--- src/hdl/lrubp_pkg.sv ---
// Shared constants, types and codes of the LRU binding pool.
`default_nettype none
package lrubp_pkg;

  localparam int POOL_DEPTH = 16;
  localparam int KEY_BITS   = 32;
  localparam int STAMP_BITS = 32;
  localparam int SLOT_W     = $clog2(POOL_DEPTH);
  localparam int CNT_W      = $clog2(POOL_DEPTH + 1);
  localparam int CAP_W      = 5;

  // Outcome codes carried on the result channel
  localparam logic [1:0] OUT_HIT   = 2'd0;
  localparam logic [1:0] OUT_ALLOC = 2'd1;
  localparam logic [1:0] OUT_EVICT = 2'd2;

  typedef logic [KEY_BITS-1:0]   key_t;
  typedef logic [STAMP_BITS-1:0] stamp_t;
  typedef logic [SLOT_W-1:0]     slot_t;
  typedef logic [CNT_W-1:0]      cnt_t;

  typedef struct packed {
    key_t   key;
    stamp_t stamp;
  } entry_t;

  typedef struct packed {
    logic  clear;
    logic  smp_vld;
    slot_t smp_idx;
  } scan_ctl_t;

  typedef struct packed {
    logic  found;
    slot_t hit_idx;
    slot_t min_idx;
    key_t  min_key;
  } scan_res_t;

endpackage
`default_nettype wire

--- src/hdl/lrubp_if.sv ---
// Valid/ready channel interfaces for the request and result transfers.
`default_nettype none
interface lrubp_in_if;
  logic        valid;
  logic        ready;
  logic [31:0] format_key;

  modport source (output valid, output format_key, input ready);
  modport sink   (input valid, input format_key, output ready);
endinterface

interface lrubp_out_if;
  logic        valid;
  logic        ready;
  logic        hit;
  logic [3:0]  slot;
  logic [1:0]  outcome;
  logic [31:0] evicted_key;
  logic [4:0]  occupied;

  modport source (output valid, output hit, output slot, output outcome,
                  output evicted_key, output occupied, input ready);
  modport sink   (input valid, input hit, input slot, input outcome,
                  input evicted_key, input occupied, output ready);
endinterface
`default_nettype wire

--- src/hdl/lru_binding_pool_core.sv ---
// LRU binding pool top level: sequencer, use clock, fill count and result register.
// The sweep reads one filled slot from the store per cycle; a new input transfer is
//   taken only once the result of the last is in the output register, even while
//   that result waits.
// Reset (synchronous, rst_n low): pool empty, use clock zero, capacity 16.
`default_nettype none
module lru_binding_pool_core
  import lrubp_pkg::*;
(
  input  wire logic             clk,
  input  wire logic             rst_n,
  lrubp_in_if.sink              in_ch,
  lrubp_out_if.source           out_ch,
  input  wire logic             cfg_we,
  input  wire logic [CAP_W-1:0] cfg_wdata
);

  // Sequencer codes
  localparam logic [1:0] S_IDLE  = 2'd0;
  localparam logic [1:0] S_SCAN  = 2'd1;
  localparam logic [1:0] S_DRAIN = 2'd2;
  localparam logic [1:0] S_DONE  = 2'd3;

  logic [1:0]       state_r, state_nxt;
  logic [CAP_W-1:0] cap_r;
  cnt_t             fill_r, fill_nxt;
  stamp_t           use_clk_r, use_clk_nxt;
  key_t             key_r, key_nxt;
  stamp_t           stamp_r, stamp_nxt;
  cnt_t             iss_r, iss_nxt;
  logic             smp_vld_r, smp_vld_nxt;
  slot_t            smp_idx_r, smp_idx_nxt;

  logic             ov_r, ov_nxt;
  logic             o_hit_r, o_hit_nxt;
  slot_t            o_slot_r, o_slot_nxt;
  logic [1:0]       o_outc_r, o_outc_nxt;
  key_t             o_evk_r, o_evk_nxt;
  cnt_t             o_occ_r, o_occ_nxt;

  logic             in_xfer;
  logic             out_free;
  cnt_t             eff_cap;
  logic             wr_en;
  slot_t            wr_idx;
  scan_ctl_t        scan_ctl;
  scan_res_t        scan_res;
  entry_t           rd_data;

  assign in_xfer  = in_ch.valid && in_ch.ready;
  assign out_free = !ov_r || out_ch.ready;
  assign in_ch.ready = (state_r == S_IDLE);

  // Clamp the capacity register into 1..POOL_DEPTH
  always_comb begin
    if (cap_r == '0) begin
      eff_cap = CNT_W'(1);
    end else if (int'(cap_r) > POOL_DEPTH) begin
      eff_cap = CNT_W'(POOL_DEPTH);
    end else begin
      eff_cap = CNT_W'(cap_r);
    end
  end

  // Sequencer: accept, sweep the filled slots, then resolve and write back
  always_comb begin
    state_nxt   = state_r;
    fill_nxt    = fill_r;
    use_clk_nxt = use_clk_r;
    key_nxt     = key_r;
    stamp_nxt   = stamp_r;
    iss_nxt     = iss_r;
    smp_vld_nxt = 1'b0;
    smp_idx_nxt = smp_idx_r;
    ov_nxt      = ov_r && !out_ch.ready;
    o_hit_nxt   = o_hit_r;
    o_slot_nxt  = o_slot_r;
    o_outc_nxt  = o_outc_r;
    o_evk_nxt   = o_evk_r;
    o_occ_nxt   = o_occ_r;
    wr_en       = 1'b0;
    wr_idx      = scan_res.hit_idx;
    scan_ctl    = '{clear: 1'b0, smp_vld: smp_vld_r, smp_idx: smp_idx_r};

    unique case (state_r)
      S_IDLE: begin
        if (in_xfer) begin
          key_nxt   = in_ch.format_key[KEY_BITS-1:0];
          stamp_nxt = use_clk_r;
          // advance the use clock, hold once saturated
          if (use_clk_r != '1) begin
            use_clk_nxt = use_clk_r + STAMP_BITS'(1);
          end
          iss_nxt        = '0;
          scan_ctl.clear = 1'b1;
          state_nxt      = (fill_r == '0) ? S_DONE : S_SCAN;
        end
      end
      S_SCAN: begin
        // issue one read per cycle; the sample follows in the cycle after
        smp_vld_nxt = 1'b1;
        smp_idx_nxt = iss_r[SLOT_W-1:0];
        iss_nxt     = iss_r + CNT_W'(1);
        if (iss_r == fill_r - CNT_W'(1)) begin
          state_nxt = S_DRAIN;
        end
      end
      S_DRAIN: begin
        // last sample is folded in this cycle
        state_nxt = S_DONE;
      end
      S_DONE: begin
        if (out_free) begin
          wr_en      = 1'b1;
          ov_nxt     = 1'b1;
          o_evk_nxt  = '0;
          o_hit_nxt  = scan_res.found;
          if (scan_res.found) begin
            wr_idx     = scan_res.hit_idx;
            o_outc_nxt = OUT_HIT;
          end else if (fill_r < eff_cap) begin
            wr_idx     = fill_r[SLOT_W-1:0];
            fill_nxt   = fill_r + CNT_W'(1);
            o_outc_nxt = OUT_ALLOC;
          end else begin
            wr_idx     = scan_res.min_idx;
            o_evk_nxt  = scan_res.min_key;
            o_outc_nxt = OUT_EVICT;
          end
          o_slot_nxt = wr_idx;
          o_occ_nxt  = fill_nxt;
          state_nxt  = S_IDLE;
        end
      end
      default: begin
        state_nxt = S_IDLE;
      end
    endcase
  end

  lrubp_pool u_pool (
    .clk     (clk),
    .rd_addr (iss_r[SLOT_W-1:0]),
    .rd_data (rd_data),
    .wr_en   (wr_en),
    .wr_addr (wr_idx),
    .wr_data ('{key: key_r, stamp: stamp_r})
  );

  lrubp_scan u_scan (
    .clk (clk),
    .ctl (scan_ctl),
    .smp (rd_data),
    .key (key_r),
    .res (scan_res)
  );

  // Control state
  always_ff @(posedge clk) begin
    if (!rst_n) begin
      state_r   <= S_IDLE;
      cap_r     <= CAP_W'(POOL_DEPTH);
      fill_r    <= '0;
      use_clk_r <= '0;
      smp_vld_r <= 1'b0;
      ov_r      <= 1'b0;
    end else begin
      state_r   <= state_nxt;
      fill_r    <= fill_nxt;
      use_clk_r <= use_clk_nxt;
      smp_vld_r <= smp_vld_nxt;
      ov_r      <= ov_nxt;
      if (cfg_we) begin
        cap_r <= cfg_wdata;
      end
    end
  end

  // Payload
  always_ff @(posedge clk) begin
    key_r     <= key_nxt;
    stamp_r   <= stamp_nxt;
    iss_r     <= iss_nxt;
    smp_idx_r <= smp_idx_nxt;
    o_hit_r   <= o_hit_nxt;
    o_slot_r  <= o_slot_nxt;
    o_outc_r  <= o_outc_nxt;
    o_evk_r   <= o_evk_nxt;
    o_occ_r   <= o_occ_nxt;
  end

  assign out_ch.valid       = ov_r;
  assign out_ch.hit         = o_hit_r;
  assign out_ch.slot        = o_slot_r;
  assign out_ch.outcome     = o_outc_r;
  assign out_ch.evicted_key = o_evk_r;
  assign out_ch.occupied    = o_occ_r;

  // Busy straight after taking a request
  a_busy_after_xfer: assert property (@(posedge clk) disable iff (!rst_n)
    in_xfer |=> !in_ch.ready)
    else $error("input accepted again while an item is in flight");

  // Hit flag agrees with the outcome code
  a_hit_outcome: assert property (@(posedge clk) disable iff (!rst_n)
    ov_r |-> (o_hit_r == (o_outc_r == OUT_HIT)))
    else $error("hit flag and outcome disagree");

  // Evicted key is only reported on a replacement
  a_evk_zero: assert property (@(posedge clk) disable iff (!rst_n)
    (ov_r && o_outc_r != OUT_EVICT) |-> (o_evk_r == '0))
    else $error("evicted key set without a replacement");

  // Fill count never passes the pool depth
  a_fill_bound: assert property (@(posedge clk) disable iff (!rst_n)
    int'(fill_r) <= POOL_DEPTH)
    else $error("fill count beyond pool depth");

endmodule
`default_nettype wire

--- src/hdl/lrubp_pool.sv ---
// Slot store: key and stamp memory with one registered read and one write port.
`default_nettype none
module lrubp_pool
  import lrubp_pkg::*;
(
  input  wire logic   clk,
  input  wire slot_t  rd_addr,
  output entry_t      rd_data,
  input  wire logic   wr_en,
  input  wire slot_t  wr_addr,
  input  wire entry_t wr_data
);

  entry_t mem [POOL_DEPTH];
  entry_t rd_data_r;

  always_ff @(posedge clk) begin
    if (wr_en) begin
      mem[wr_addr] <= wr_data;
    end
    rd_data_r <= mem[rd_addr];
  end

  assign rd_data = rd_data_r;

endmodule
`default_nettype wire

--- src/hdl/lrubp_scan.sv ---
// Shared compare unit: one slot per cycle for key match and oldest stamp.
`default_nettype none
module lrubp_scan
  import lrubp_pkg::*;
(
  input  wire logic      clk,
  input  wire scan_ctl_t ctl,
  input  wire entry_t    smp,
  input  wire key_t      key,
  output scan_res_t      res
);

  logic   found_r, found_nxt;
  slot_t  hit_idx_r, hit_idx_nxt;
  logic   min_vld_r, min_vld_nxt;
  stamp_t min_stamp_r, min_stamp_nxt;
  slot_t  min_idx_r, min_idx_nxt;
  key_t   min_key_r, min_key_nxt;

  always_comb begin
    found_nxt     = found_r;
    hit_idx_nxt   = hit_idx_r;
    min_vld_nxt   = min_vld_r;
    min_stamp_nxt = min_stamp_r;
    min_idx_nxt   = min_idx_r;
    min_key_nxt   = min_key_r;
    if (ctl.clear) begin
      found_nxt   = 1'b0;
      min_vld_nxt = 1'b0;
    end else if (ctl.smp_vld) begin
      // keep the first match only
      if (!found_r && smp.key == key) begin
        found_nxt   = 1'b1;
        hit_idx_nxt = ctl.smp_idx;
      end
      // strict less keeps the lowest index among equal stamps
      if (!min_vld_r || smp.stamp < min_stamp_r) begin
        min_vld_nxt   = 1'b1;
        min_stamp_nxt = smp.stamp;
        min_idx_nxt   = ctl.smp_idx;
        min_key_nxt   = smp.key;
      end
    end
  end

  always_ff @(posedge clk) begin
    found_r     <= found_nxt;
    hit_idx_r   <= hit_idx_nxt;
    min_vld_r   <= min_vld_nxt;
    min_stamp_r <= min_stamp_nxt;
    min_idx_r   <= min_idx_nxt;
    min_key_r   <= min_key_nxt;
  end

  assign res = '{found: found_r, hit_idx: hit_idx_r, min_idx: min_idx_r,
                 min_key: min_key_r};

endmodule
`default_nettype wire

--- src/flat_wrapper.sv ---
// flat-port wrapper written by rule: the top's interface ports become plain ports
module lru_binding_pool_core_flat import lrubp_pkg::*;
  (clk, rst_n, cfg_we, cfg_wdata, in_ch_valid, in_ch_format_key, in_ch_ready, out_ch_valid, out_ch_hit, out_ch_slot, out_ch_outcome, out_ch_evicted_key, out_ch_occupied, out_ch_ready);
  lrubp_in_if in_ch_i ();
  lrubp_out_if out_ch_i ();
  input  wire logic clk;
  input  wire logic rst_n;
  input  wire logic cfg_we;
  input  wire logic [CAP_W-1:0] cfg_wdata;
  input wire logic [$bits(in_ch_i.valid)-1:0] in_ch_valid;
  input wire logic [$bits(in_ch_i.format_key)-1:0] in_ch_format_key;
  output wire logic [$bits(in_ch_i.ready)-1:0] in_ch_ready;
  output wire logic [$bits(out_ch_i.valid)-1:0] out_ch_valid;
  output wire logic [$bits(out_ch_i.hit)-1:0] out_ch_hit;
  output wire logic [$bits(out_ch_i.slot)-1:0] out_ch_slot;
  output wire logic [$bits(out_ch_i.outcome)-1:0] out_ch_outcome;
  output wire logic [$bits(out_ch_i.evicted_key)-1:0] out_ch_evicted_key;
  output wire logic [$bits(out_ch_i.occupied)-1:0] out_ch_occupied;
  input wire logic [$bits(out_ch_i.ready)-1:0] out_ch_ready;
  assign in_ch_i.valid = in_ch_valid;
  assign in_ch_i.format_key = in_ch_format_key;
  assign in_ch_ready = in_ch_i.ready;
  assign out_ch_valid = out_ch_i.valid;
  assign out_ch_hit = out_ch_i.hit;
  assign out_ch_slot = out_ch_i.slot;
  assign out_ch_outcome = out_ch_i.outcome;
  assign out_ch_evicted_key = out_ch_i.evicted_key;
  assign out_ch_occupied = out_ch_i.occupied;
  assign out_ch_i.ready = out_ch_ready;
  lru_binding_pool_core u_core (.clk(clk), .rst_n(rst_n), .in_ch(in_ch_i), .out_ch(out_ch_i), .cfg_we(cfg_we), .cfg_wdata(cfg_wdata));
endmodule
--- config.mk ---
export PLATFORM = sky130hd
export DESIGN_NAME = lru_binding_pool_core_flat
export DESIGN_NICKNAME = d
export VERILOG_FILES = /design/src/hdl/lrubp_pkg.sv /design/src/hdl/lrubp_if.sv /design/src/hdl/lru_binding_pool_core.sv /design/src/hdl/lrubp_pool.sv /design/src/hdl/lrubp_scan.sv /design/src/flat_wrapper.sv
export SDC_FILE = /design/constraint.sdc
export NUM_CORES = 1
export LEC_CHECK = 0
export BUFFER_PORTS_ARGS = -buffer_cell sky130_fd_sc_hd__buf_2
export CORE_MARGIN = 1.5
export CORE_UTILIZATION = 45
export CTS_CLUSTER_DIAMETER = 100
export DETAILED_ROUTE_END_ITERATION = 10
export HOLD_SLACK_MARGIN = 0.12
export PLACE_DENSITY = 0.64
export SLEW_MARGIN = 20
export SYNTH_ARGS = -nofsm -noshare
export SYNTH_HDL_FRONTEND = slang
export SYNTH_HIERARCHICAL = 1
export SYNTH_SLANG_ARGS = --single-unit
--- constraint.sdc ---
create_clock -name clk -period 15.4 [get_ports clk]
set_input_delay 0.77 -clock clk [delete_from_list [all_inputs] [get_ports clk]]
set_output_delay 0.77 -clock clk [all_outputs]
set_load 0.02 [all_outputs]
# Yosys cells after proc, flatten, opt, wreduce, memory -nomap -nowiden
# Memories as Yosys holds them, arrays and structs flattened. A register that Yosys moved wholly into a read port is not among the register bits.
# Index checks and enable logic that the tools add are counted.
word_totals:
  out_inout_bits: 46
  reg_bits: 237
  n_memories: 1
  ram_bits: 1024
  elab_cells: 87
  input_bits: 42
op_classes:
  n_bitwise: 1
  n_eq_ne: 9
  n_mux: 25
  n_reduce_logical: 23
  add_sub_neg: 4
  order_cmp: 3
mem_list:
  columns: ["memory", "depth", "word_bits", "read_ports", "rd_ports_with_merged_regs", "wr", "line", "source"]
  rows:
  - ["u_core.u_pool.mem", 16, 64, 1, 1, 1, "lrubp_pool.sv:14", "entry_t mem [POOL_DEPTH];"]
op_table:
  columns: ["op", "n"]
  rows:
  - ["adder 32 x 1 -> 32 bit, second input constant", 1]
  - ["== test 32 bit", 1]
  - ["less-than comparator 32 bit", 1]
  - ["!= test 32 bit, second input constant", 1]
  - ["two-way mux 5 bit", 5]
  - ["two-way mux 4 bit", 4]
  - ["AND reduction 3 bit", 4]
  - ["adder 5 x 1 -> 5 bit, second input constant", 2]
  - ["zero test 5 bit", 2]
  - ["two-way mux 2 bit", 5]
  - ["one-hot mux 5 bit (2 select lines)", 1]
  - ["AND reduction 2 bit", 5]
  - ["two-way mux 1 bit", 9]
  - ["one-hot mux 2 bit (4 select lines)", 1]
  - ["== test 5 bit", 1]
  - ["greater-than comparator 5 bit, second input constant", 1]
  - ["less-than comparator 5 bit", 1]
  - ["subtractor 5 x 1 -> 5 bit, second input constant", 1]
  - ["== test 2 bit, second input constant", 2]
  - ["zero test 1 bit", 4]
  - ["!= test 2 x 1 -> 1 bit, second input constant", 2]
  - ["logical AND 1 bit", 3]
  - ["== test 2 x 1 -> 1 bit, second input constant", 1]
  - ["zero test 2 bit", 1]
  - ["5 further kinds", 6]

# Longest topological paths before layout
logic_depth:
  word_depth: 8
  ltp_mapped: 11
  ltp_nobuf: 10

# Hierarchy
# The synthesis kept the hierarchy.
modules_own_cells:
  columns: ["module", "cells_each", "seq_area_each_um2", "area_each_um2", "instances"]
  rows:
  - ["lrubp_pool", 1647, 32030.7, 39581.7, 1]
  - ["lru_binding_pool_core", 502, 4434.3, 6626.4, 1]
  - ["lrubp_scan", 235, 2202.1, 3380.7, 1]

# Worst setup path before layout
# OpenSTA, ideal clock, no wires.
synth_path:
  kind: "register to register"
  start: "register u_core.cap_r[4]"
  end: "memory u_core/u_pool/mem[0][0] (netlist name), enable pin"
  stages_incl_launch_ff: 12
  required_ns: 14.835
  setup_slack_ns: 7.832
  t_arrival_ns: 7.003
  path_cell_list: "dfxtp_1 -> inv_1 -> nand2_1 -> ha_1 -> o21a_1 -> a311oi_1 -> o21ai_1 -> clkbuf_1 -> mux2_2 -> mux2_2 -> or3b_2 -> nor3_1"
synth_between:
  elab_chain_len: 8
  elab_cells_between_ends: 9
  cone_classes: "order compare: 2; mux: 6; reduce/logical: 1"
synth_rtl:
  columns: ["element", "line", "source"]
  rows:
  - ["from (decl)", "lru_binding_pool_core.sv:25", "logic [CAP_W-1:0] cap_r;"]
  - ["from (signal assigned)", "lru_binding_pool_core.sv:162", "cap_r <= CAP_W'(POOL_DEPTH);"]
  - ["from (signal assigned)", "lru_binding_pool_core.sv:174", "cap_r <= cfg_wdata;"]
  - ["greater-than comparator 5 bit", "lru_binding_pool_core.sv:58", "end else if (int'(cap_r) > POOL_DEPTH) begin"]
  - ["two-way mux 5 bit", "lru_binding_pool_core.sv:58", null]
  - ["two-way mux 5 bit (*)", "lru_binding_pool_core.sv:56", "if (cap_r == '0) begin"]
  - ["less-than comparator 5 bit (*)", "lru_binding_pool_core.sv:121", "end else if (fill_r < eff_cap) begin"]
  - ["two-way mux 4 bit (*)", "lru_binding_pool_core.sv:121", null]
  - ["two-way mux 4 bit (*)", "lru_binding_pool_core.sv:118", "if (scan_res.found) begin"]
  - ["two-way mux 4 bit (*)", "lru_binding_pool_core.sv:113", "if (out_free) begin"]
  - ["two-way mux 4 bit (*)", "lru_binding_pool_core.sv:85", "unique case (state_r)"]
  - ["named net u_core.wr_idx[2]", "lru_binding_pool_core.sv:45", "slot_t wr_idx;"]
  - ["to (decl)", "lrubp_pool.sv:14", null]
# Mark *: on every way through the listed nets, which the timed path passes. The rest lies on a longest branch.

# Final worst setup path
layout_path:
  start: "register u_core.cap_r[4]"
  end: "memory u_core/u_pool/mem[0][35] (netlist name), enable pin"
# The elaborated chain is that of the path after synthesis.

==> impl_results.md <==
- Core ar.: 109000 um^2
- Die W: 335.0 um
- Hold WS: 209.1 ps
- Flops & latches, synth: 1325
- Post-synthesis sequential area ratio: 77.98%
- Skew final: 34.96 ps
- Max-cap violations: 0
- Final setup fails: 0
- CTS Hold Bufs: 0
- Post-placement cell count: 3822
- GRT Util Overall: 19.07%
- Worst R2R Start: u_core/cap_r[4]
- Relative slew slack: 22.84%
- CTS tree: yes
- Die area: 112200 um^2
- Yosys cell types: 57
- Gr busiest metal: met2
- Dpl hpwl: 57.93 mm
- Post-synth EDFFs: 1213
- Clock Latency Late Sink: 740 ps
- Synth Area in XOR/XNOR: 0.8831%
- Depth of the worst hold-timing path: 1
- Reg2reg end: u_core/u_pool/mem[0][35]
- Hold Path Class: primary input to flop
- Static Leak: 18.10 nW
- Combinational power share: 19.5%
- Worst Path Arrival: 5200 ps
- Post-CTS setup buffers: 0
- HP Start: in_ch_format_key[24]
- Internal Pwr Total: 7.036 mW
- Yosys top cell area share: 73.45%
- Diodes inserted: 0
- Main synth FF type: edfxtp_1
- # nets final: 2632
- Mux cell area share after synthesis: 12.22%
- GR Util met1: 26.16%
- Syn_nets: 2469
- Clock share of power: 32.3%
- DRT iter0 DRCs: 2124
- Total Wirelength: 104.9 mm
- Sw frac: 27.31%
- Count of port buffers added during placement: 87
- Pre-Repair DR Iteration Count: 5
- Post-synthesis adder-cell area fraction: 1.085%
- DR vias/cell: 5.740
- CP Launch Point: u_core/cap_r[4]
- Least-Margin Pin Slew: 1157 ps
- Synth Area in Compound Gates: 3.048%
- First-pass GRT wire length: 157.1 mm
- Grt met2 use: 31.30%
- Wire per inst: 25.79 um
- Sequential Power Share: 48.2%
- Antenna violations before repair: 0
- Initial Util: 45.49%
- Minimum clock period: 4857 ps
- RSZ-0062 raised after global routing: no
- Slew Viols, Final: 0
- Vias in the first global route: 24.43k
- Cells after Synth: 2384
- CTS Buf Count: 132
- Setup TNS: 0 ps
- Via count: 23.36k
- Reg2Reg Setup Slack: 10540 ps
- Syn. warnings: 6
- Critical Path RT: 15740 ps
- CTS root buffer: clkbuf_16
- Total clock sinks: 1325
- Congestion Overflow GR: 0
- Post-synthesis async set-or-reset flop share: 0%
- Final period utilization: 31.54%
- Synth area leaders: edfxtp_1 (73%), mux4_2 (12%), dfxtp_1 (4.5%), a22oi_1 (1.9%), ha_1 (1.1%)
- Hold Fails Final Rpt: 0
- DP Worst Slack: 10300 ps
- Fillcell total: 8436
- Post-route antenna net violation count: 0
- Syn_area_per_cell: 20.80 um^2
- Synth Area in Simple Gates: 3.295%
- CP startpoint kind: flop
- Max IR drop VDD: 0.0001315 V
- Layout cells sized above 1: 23.73%
- Worst Reg-to-Reg Cells: 12
- Design Power: 9.680 mW
- Ports: 88
- Area Growth Syn to Fin: 13.33%
- Hold worst-path end: u_core/key_r[24]
- Psw: 2.644 mW
- PD cells: 172.3 nW/um^2
- Non-filler cells, final: 4069
- Htree depth: 4
- Final setup margin: 10540 ps
- Row count: 121
- Fmax: 205.9 MHz
- WS Path Type: flop to flop
- Synthesized area: 49590 um^2
- Max Buffers Root-to-Sink: 3
- M3 GR Usage: 3.423%
- Worst-path maximum fanout: 35
- DIE HEIGHT: 335.0 um
- Most common cell in the synthesized netlist: edfxtp_1
- Clock-pin slew on the worst setup and hold paths: 60 ps
- DRC: 0
- Critical Path End Type: flop
- Synth cell count leaders: edfxtp_1 (1213), mux4_2 (256), a22oi_1 (128)
- Post-synth top area cell: edfxtp_1
- Post-CTS Resized: 0
- Main combinational cell family by area after synthesis: multiplexers
- Largest net degree at the start of global routing: 158
- GPL Wtd Cong: 0.7313
- Run status: finished, final reports clean
-- metal layers --
layer / part of all wire [%] / wire (um)
met5: 0 / 0
met4: 2.2 / 2282
met3: 5.7 / 5980
met2: 50 / 52520
met1: 42 / 44140
-- cell families after synthesis --
group / after synthesis
fa+ha+maj: 43
xor+xnor: 50
flops: 1325
buf+inv: 154
mux: 284
compound gates: 212
simple gates: 316
-- worst max-delay path: stages, from the launching register on --
cell and delay (ps):
dfxtp_1 310, inv_1 130, nand2_1 80, ha_1 290, o21a_1 120, a311oi_1 60, o21ai_1 830, mux2_2 430
mux2_2 300, or3b_2 600, nor3_2 140, buf_4 490, buf_4 640
-- worst max-delay path by stage --
stage / end / slack (ps)
floorplan: u_core/u_pool/mem[0][0] / 7830
global placement: u_core/u_pool/mem[13][56] / 10310
detailed placement: u_core/u_pool/mem[10][12] / 10300
CTS: u_core/u_pool/mem[10][4] / 10280
global route: u_core/u_pool/rd_data[14] / 10260
finish: u_core/u_pool/mem[0][35] / 10540
-- stage by stage --
| stage | area [um^2] | util, % |
|---|---|---|
| 2_1_floorplan | 49590 | - |
| 6_report | 56200 | 51.56 |
| 3_3_place_gp | 51710 | 47.44 |
| 3_5_place_dp | 51820 | 47.54 |
| 5_1_grt | 56200 | 51.56 |
| 4_1_cts | 56080 | 51.45 |
-- final cells by class --
cell class | count | area (um^2) | area share (%)
Tap cell | 1414 | 1769 | 3.148
Inverter | 46 | 173.9 | 0.3095
Multi-Input combinational cell | 905 | 10340 | 18.40
Clock inverter | 56 | 580.6 | 1.033
Sequential cell | 1325 | 38670 | 68.81
Timing Repair Buffer | 137 | 989.7 | 1.761
Clock buffer | 186 | 3679 | 6.546
-- power by group through the flow --
stage	Combinational [mW]	Sequential, mW	Clock (mW)
4_1_cts	1.91	4.68	3.19
2_1_floorplan	1.39	4.63	0
3_3_place_gp	1.87	4.73	0
3_5_place_dp	1.90	4.75	0
6_report	1.89	4.67	3.13
5_1_grt	2.04	4.71	3.33
-- placed cells by master (no fill, tap or decap), drive strengths merged, types with 16 or more instances in the layout --
| master | count |
|---|---|
| mux4 | 256 |
| a22oi | 128 |
| clkbuf | 186 |
| clkinv | 39 |
| nand2b | 16 |
| edfxtp | 1213 |
| and2 | 36 |
| inv | 51 |
| nand4 | 18 |
| nand2 | 109 |
| dfxtp | 112 |
| nor2 | 45 |
| a21oi | 33 |
| xnor2 | 38 |
| nand3 | 18 |
| ha | 43 |
| buf | 137 |
-- registers in the layout, summed over array words and instances (netlist names), 2 cells and up --
register                   cells
u_core/u_scan/min_idx_r        4
u_core/state_r                 2
u_core/fill_r                  5
u_core/u_scan/min_stamp_r     32
u_core/use_clk_r              32
u_core/u_scan/min_key_r       32
u_core/out_ch.occupied         5
u_core/out_ch.slot             4
u_core/smp_idx_r               4
u_core/cap_r                   5
u_core/u_pool/mem           1024
u_core/out_ch.outcome          2
u_core/iss_r                   5
u_core/out_ch.evicted_key     32
u_core/key_r                  32
u_core/stamp_r                32
u_core/u_pool/rd_data         64
u_core/u_scan/hit_idx_r        4
Power figures use the tool's default switching activity.
